$ cat config.mk
export PLATFORM = sky130hd
export DESIGN_NAME = dls_ram
export DESIGN_NICKNAME = d
export VERILOG_FILES = /design/src/rtl/dense_layer_sigmoid_core_macros.svh /design/src/rtl/dls_ram.sv
export SDC_FILE = /design/constraint.sdc
export NUM_CORES = 1
export LEC_CHECK = 0
export BUFFER_PORTS_ARGS = -buffer_cell sky130_fd_sc_hd__buf_2
export CAP_MARGIN = 40
export CORE_AREA = 4 4 344 346
export DETAILED_ROUTE_END_ITERATION = 6
export DIE_AREA = 0 0 348 350
export GPL_ROUTABILITY_DRIVEN = 1
export GPL_TIMING_DRIVEN = 1
export SYNTH_ARGS = -nofsm -noshare
export SYNTH_HDL_FRONTEND = slang
export SYNTH_SLANG_ARGS = --single-unit
export TNS_END_PERCENT = 20
$ cat constraint.sdc
create_clock -name clk -period 6.7 [get_ports clk]
set_input_delay 0.335 -clock clk [delete_from_list [all_inputs] [get_ports clk]]
set_output_delay 0.335 -clock clk [all_outputs]
set_load 0.005 [all_outputs]
$ cat src/rtl/dense_layer_sigmoid_core_macros.svh
// Assertion macros for the dense layer core RTL.
`ifndef DENSE_LAYER_SIGMOID_CORE_MACROS_SVH
`define DENSE_LAYER_SIGMOID_CORE_MACROS_SVH

`ifndef ASSERT_OFF
// Same-cycle implication, disabled while reset is asserted.
`define DLS_ASSERT_IMP(lbl, ante, cons, msg) \
	lbl: assert property (@(posedge clk) disable iff (!arst_n) (ante) |-> (cons)) \
		else $error(msg);
// Next-cycle implication, disabled while reset is asserted.
`define DLS_ASSERT_NXT(lbl, ante, cons, msg) \
	lbl: assert property (@(posedge clk) disable iff (!arst_n) (ante) |=> (cons)) \
		else $error(msg);
`else
`define DLS_ASSERT_IMP(lbl, ante, cons, msg)
`define DLS_ASSERT_NXT(lbl, ante, cons, msg)
`endif

`endif

$ cat src/rtl/dls_ram.sv
// Generic single-write, single-read synchronous RAM with registered read data.
`default_nettype none

module dls_ram #(
	parameter int WIDTH = 16,
	parameter int DEPTH = 64
) (
	input  wire logic                                   clk,
	input  wire logic                                   we,
	input  wire logic [((DEPTH > 1) ? $clog2(DEPTH) : 1)-1:0] waddr,
	input  wire logic [WIDTH-1:0]                       wdata,
	input  wire logic [((DEPTH > 1) ? $clog2(DEPTH) : 1)-1:0] raddr,
	output logic      [WIDTH-1:0]                       rdata
);

	logic [WIDTH-1:0] mem_q [DEPTH];

	always_ff @(posedge clk) begin
		if (we) begin
			mem_q[waddr] <= wdata;
		end
		rdata <= mem_q[raddr];
	end

endmodule

`default_nettype wire

==> results of run 1 <==
[cell families (layout without fill, tap and decap cells)]
family                 after synthesis  count (layout)  synth area share [%]
buffers and inverters              104             343                  1.83
DFF                               1040            1040                  77.6
other                                0               1                     0
muxes                              336             336                  15.5
AOI/OAI and AO/OA                  129             129                  2.41
and+or+nand+nor                    220             220                  2.65
[per-stage QoR]
step	hold WS (ns)	instances	total power, W
CTS	0.158	3592	0.0138
global placement	0.723	3384	0.00801
detailed placement	0.731	3397	0.00803
global route	0.198	3592	0.0141
finish	0.223	3593	0.0136
floorplan	0.434	1829	0.00773
[cell type report]
type                       instances  area (sq um)  area share, %
timing repair buffer             148          1140           2.49
clock inverter                    74           698           1.52
antenna                            1          2.50        0.00546
clock buffer                     121          2710           5.91
multi-input combinational        685          8280           18.1
sequential                      1040         31100           67.8
tap                             1524          1910           4.16
[path summary, 6_finish.rpt]
| path | cells past startpoint | startpoint | to |
|---|---|---|---|
| max reg2reg | 4 | mem_q[61][1] | rdata[1] |
| min reg2reg | 4 | mem_q[1][10] | rdata[10] |
| max | 6 | raddr[0] | rdata[1] |
| min | 2 | waddr[1] | mem_q[49][15] |
[worst max-delay path, cell delays in order]
cell and delay (ns):
buf_8 0.59, buf_4 0.70, mux4_2 0.59, mux2_2 0.33, a221oi_1 0.88, a311oi_1 0.07
[sequential cells by signal, summed over array words and instances (netlist names)]
| signal | flops |
|---|---|
| mem_q | 1024 |
| rdata | 16 |
[placed cells by master (no fill, tap or decap), types with 6 or more instances in the layout]
cell,Yosys,routed
a221oi_1,16,16
a311oi_1,8,8
buf_4,13,91
mux2i_1,85,85
bufinv_16,0,11
a211oi_1,8,8
clkinvlp_4,0,7
nor2_2,2,6
clkbuf_16,0,106
clkbuf_1,24,15
buf_2,36,42
nand4_1,12,12
a221o_1,6,6
mux4_2,220,220
nor2_1,72,68
buf_8,3,9
dfxtp_1,16,16
a22o_1,6,6
a211o_1,8,8
mux2_2,27,27
clkinv_1,0,22
nor2b_1,30,27
nand2_1,59,59
a21oi_1,17,17
edfxtp_1,1024,1024
clkinv_2,0,29
a22oi_1,39,39
nand3_1,24,24
a31oi_1,8,8
[power by group]
part	switching, W	internal (W)	leakage (nW)
clock	0.00243	0.00333	1.67
combinational	0.000422	0.000235	3.35
sequential	0.0000281	0.00720	9.35
[metal layers]
layer	GRT usage, %	wire [um]	vias up
li1	-	-	7990
met1	21.8	40800	10300
met2	25.2	45800	717
met3	3.34	7000	150
met4	4.42	2690	0
met5	0	0	-
==> flow_metrics.env, run 1 <==
export IMPL_run_status="complete, no violations"
export IMPL_hold_buffers=0
export IMPL_cts_setup_buffers=0
export IMPL_critPathArrivalTime_ns=3.59
export IMPL_rsz0062_at_grt="false"
export IMPL_finish_instance_area_sq_um=45800
export IMPL_slew_headroom_pct=33.0
export IMPL_hold_viol=0
export IMPL_dieArea_sq_um=122000
export IMPL_grt_pass1_vias=19400
export IMPL_cp_end_kind="flip-flop"
export IMPL_synth_area_sq_um=40000
export IMPL_drt_wl_total_um=96300
export IMPL_ys_async_sr_fraction_pct=0
export IMPL_cts_max_level=3
export IMPL_cts_tree="yes"
export IMPL_dp_slack_ns=2.81
export IMPL_syn_to_final_growth_pct=14.4
export IMPL_finalCritPeriodShare_pct=45.7
export IMPL_synth_seq_area_share_pct=77.6
export IMPL_required_ns=7.22
export IMPL_maxCapViolCount=0
export IMPL_tightest_slew_ns=1.01
export IMPL_gp_congestion=0.806
export IMPL_drive_gt1_share_pct=27.5
export IMPL_fillCellCount=10100
export IMPL_die_w_um=348
export IMPL_synth_top_area_share_pct=76.8
export IMPL_dpl_cell_area_sq_um=42400
export IMPL_cts_buffers=103
export IMPL_peakVddDrop_mv=0.186
export IMPL_num_rows=125
export IMPL_synth_area_leader_cell="edfxtp_1"
export IMPL_cellPowerDensity_nw_per_um2=298
export IMPL_cts_root_buf="clkbuf_16"
export IMPL_grtUsageTotal_pct=15.7
export IMPL_syn_inst=1829
export IMPL_timing_fmax_ghz=0.326
export IMPL_overflow=0
export IMPL_start_util_pct=34.7
export IMPL_core_sq_um=115000
export IMPL_setup_viol_count_final=0
export IMPL_skew_ns=0.0373
export IMPL_io_pins=46
export IMPL_antenna_found_initial=5
export IMPL_slew_violations=0
export IMPL_reg2reg_slack_ns=4.43
export IMPL_start_kind="primary input"
export IMPL_vias_per_cell=5.32
export IMPL_ys_types=43
export IMPL_firstDrtPassIters=5
export IMPL_avgSynthCellArea_sq_um=21.9
export IMPL_grt_max_degree=126
export IMPL_fin_ws_ns=3.64
export IMPL_synth_seq_cells=1040
export IMPL_ctsResizeCount=0
export IMPL_worstSkewPairLatency_ns=0.68
export IMPL_drt_iter0_markers=1982
export IMPL_die_y_um=350
export IMPL_clk_pin_slew_ns=0.06
export IMPL_synth_top_cells_by_count="1024 x edfxtp_1, 220 x mux4_2, 85 x mux2i_1, 72 x nor2_1, 59 x nand2_1"
export IMPL_hpwl_um=56500
export IMPL_synth_edf_count=1024
export IMPL_drc_errors=0
export IMPL_tns_ns=0
export IMPL_final_util_pct=39.7
export IMPL_final_antenna_net_count=0
export IMPL_yosys_warnings=0
export IMPL_yosys_top_cells_area="edfxtp_1 77%, mux4_2 12%, mux2i_1 2.1%, dfxtp_1 0.80%, mux2_2 0.76%"
export IMPL_final_min_clock_period_ns=3.06
export IMPL_cp_max_fo=68
export IMPL_crit_type="in -> reg"
export IMPL_synth_top_flop_cell="edfxtp_1"
export IMPL_syn_nets=1859
export IMPL_grt_pass1_wl_um=140000
export IMPL_num_vias=19100
export IMPL_routedWlPerCell_um=26.8
export IMPL_hold_class="in -> reg"
export IMPL_post_synth_top_count_cell="edfxtp_1"
export IMPL_p_leak_nw=14.4
export IMPL_io_buffers=45
export IMPL_fin_nets=2008
export IMPL_clock_sinks=1040
export IMPL_max_clock_path_buffers=3
(Power assumes the default switching activity.)
==> run 2: changes to the inputs <==
clock period = 2.55 ns   (was 6.7 ns; I/O delays follow)
==> flow_metrics.env, run 2 (synthesis gave the netlist of run 1 again) <==
export IMPL_io_pins=46
export IMPL_cp_max_fo=1
export IMPL_cts_root_buf="clkbuf_16"
export IMPL_peakVddDrop_mv=0.499
export IMPL_grt_pass1_vias=19800
export IMPL_reg_top3="mem_q (1024), rdata (16)"
export IMPL_clock_sinks=1040
export IMPL_cts_tree="yes"
export IMPL_finish_instance_area_sq_um=46500
export IMPL_syn_to_final_growth_pct=16.2
export IMPL_hpwl_um=60000
export IMPL_worstSkewPairLatency_ns=0.67
export IMPL_power_frac_comb_pct=5.3
export IMPL_crit_type="reg -> reg"
export IMPL_num_rows=125
export IMPL_fin_nets=2114
export IMPL_drc_errors=0
export IMPL_critPathArrivalTime_ns=2.61
export IMPL_skew_ns=0.0302
export IMPL_switchingPower_w=0.00743
export IMPL_cellPowerDensity_nw_per_um2=757
export IMPL_grtUsageTotal_pct=15.9
export IMPL_num_vias=19300
export IMPL_die_y_um=350
export IMPL_timing_fmax_ghz=0.477
export IMPL_required_ns=3.07
export IMPL_regMostFlops="mem_q"
export IMPL_p_leak_nw=14.9
export IMPL_maxCapViolCount=0
export IMPL_routedWlPerCell_um=26.4
export IMPL_clk_pin_slew_ns=0.06
export IMPL_drt_iter0_markers=2244
export IMPL_hold_class="in -> reg"
export IMPL_setup_viol_count_final=0
export IMPL_grt_pass1_wl_um=141000
export IMPL_fillCellCount=10100
export IMPL_start_kind="flip-flop"
export IMPL_tightest_slew_ns=0.931
export IMPL_final_antenna_net_count=0
export IMPL_dieArea_sq_um=122000
export IMPL_start_util_pct=34.7
export IMPL_p_seq_share_pct=53.9
export IMPL_overflow=0
export IMPL_final_min_clock_period_ns=2.10
export IMPL_vias_per_cell=5.23
export IMPL_drt_wl_total_um=97400
export IMPL_cts_buffers=101
export IMPL_rsz0062_at_grt="false"
export IMPL_hold_viol=0
export IMPL_slew_violations=0
export IMPL_cts_max_level=3
export IMPL_gp_congestion=0.835
export IMPL_largest_register_ffs=1024
export IMPL_seq_area_sq_um=31100
export IMPL_dpl_cell_area_sq_um=43300
export IMPL_max_clock_path_buffers=3
export IMPL_io_buffers=45
export IMPL_slew_headroom_pct=38.0
export IMPL_multi_input_area_sq_um=8250
export IMPL_cp_end_kind="flip-flop"
export IMPL_intPower_w=0.0278
export IMPL_finalCritPeriodShare_pct=82.2
export IMPL_grt_max_degree=65
export IMPL_die_w_um=348
export IMPL_ctsResizeCount=0
export IMPL_p_sw_share_pct=21.1
export IMPL_run_status="complete, no violations"
export IMPL_antenna_found_initial=6
export IMPL_core_sq_um=115000
export IMPL_tns_ns=0
export IMPL_mostFrequentLayoutCells="1024 x edfxtp_1, 220 x mux4_2, 188 x buf_4"
export IMPL_firstDrtPassIters=5
export IMPL_clockPowerShare_pct=40.8
export IMPL_layout_commonest_cell="edfxtp_1"
export IMPL_drive_gt1_share_pct=30.3
run 2: cell count changes in the layout (fill, tap and decap cells not counted), sizes merged:
| cell | change |
|---|---|
| clkbuf | +9 |
| clkinvlp | -5 |
| dlygate4sd3 | +2 |
| clkinv | -8 |
| diode | +2 |
| buf | +106 |
| bufinv | -5 |
run 2: final cells by class:
class                      instances  area share (%)
clock inverter                    56            1.04
antenna                            3          0.0161
tap                             1524            4.10
multi-input combinational        685            17.7
sequential                      1040            66.8
timing repair buffer             256            4.52
clock buffer                     130            5.84
run 2: worst max-delay path: stages (launching register included):
cell	delay [ns]
edfxtp_1	0.37
mux4_2	0.46
mux2i_1	0.33
a22oi_1	0.30
a31oi_1	0.25
buf_4	0.19
a311oi_1	0.06
run 2: path summary, 6_finish.rpt:
check	slack (ns)	depth (start not counted)	from	endpoint
max	0.45	6	mem_q[23][0]	rdata[0]
min	0.04	1	wdata[15]	mem_q[45][15]
max reg2reg	0.45	6	mem_q[23][0]	rdata[0]
min reg2reg	0.88	3	mem_q[36][11]	rdata[11]
run 2: metal layers:
metal	GRT usage (%)	routed length [um]
met4	3.93	2030
met3	3.67	8130
met5	0	0
met2	24.9	45700
met1	22.6	41600
run 2: stage by stage:
| step | setup slack [ns] | instances | util, % | hold slack (ns) | total power (W) |
|---|---|---|---|---|---|
| global placement | -0.0510 | 3503 | 37.5 | 0.515 | 0.0212 |
| global route | 0.350 | 3691 | 40.3 | 0.0240 | 0.0365 |
| detailed placement | -0.0675 | 3503 | 37.5 | 0.507 | 0.0212 |
| CTS | 0.464 | 3691 | 40.3 | 0.00376 | 0.0356 |
| floorplan | 0.388 | 1829 | - | 0.226 | 0.0203 |
| finish | 0.454 | 3694 | 40.3 | 0.0404 | 0.0353 |
run 2: power by group through the flow:
stage | clock network, W | registers, W | logic [W]
6_report | 0.0144 | 0.0190 | 0.00188
5_1_grt | 0.0155 | 0.0190 | 0.00200
4_1_cts | 0.0147 | 0.0190 | 0.00190
3_5_place_dp | 0 | 0.0194 | 0.00190
3_3_place_gp | 0 | 0.0193 | 0.00186
2_1_floorplan | 0 | 0.0193 | 0.000980
run 2: repair_timing:
action / 4_1_cts / 5_1_grt
hold endpoints to repair: 27 / 0
hold buffers: 2 / 0
buffers inserted: 0 / 0
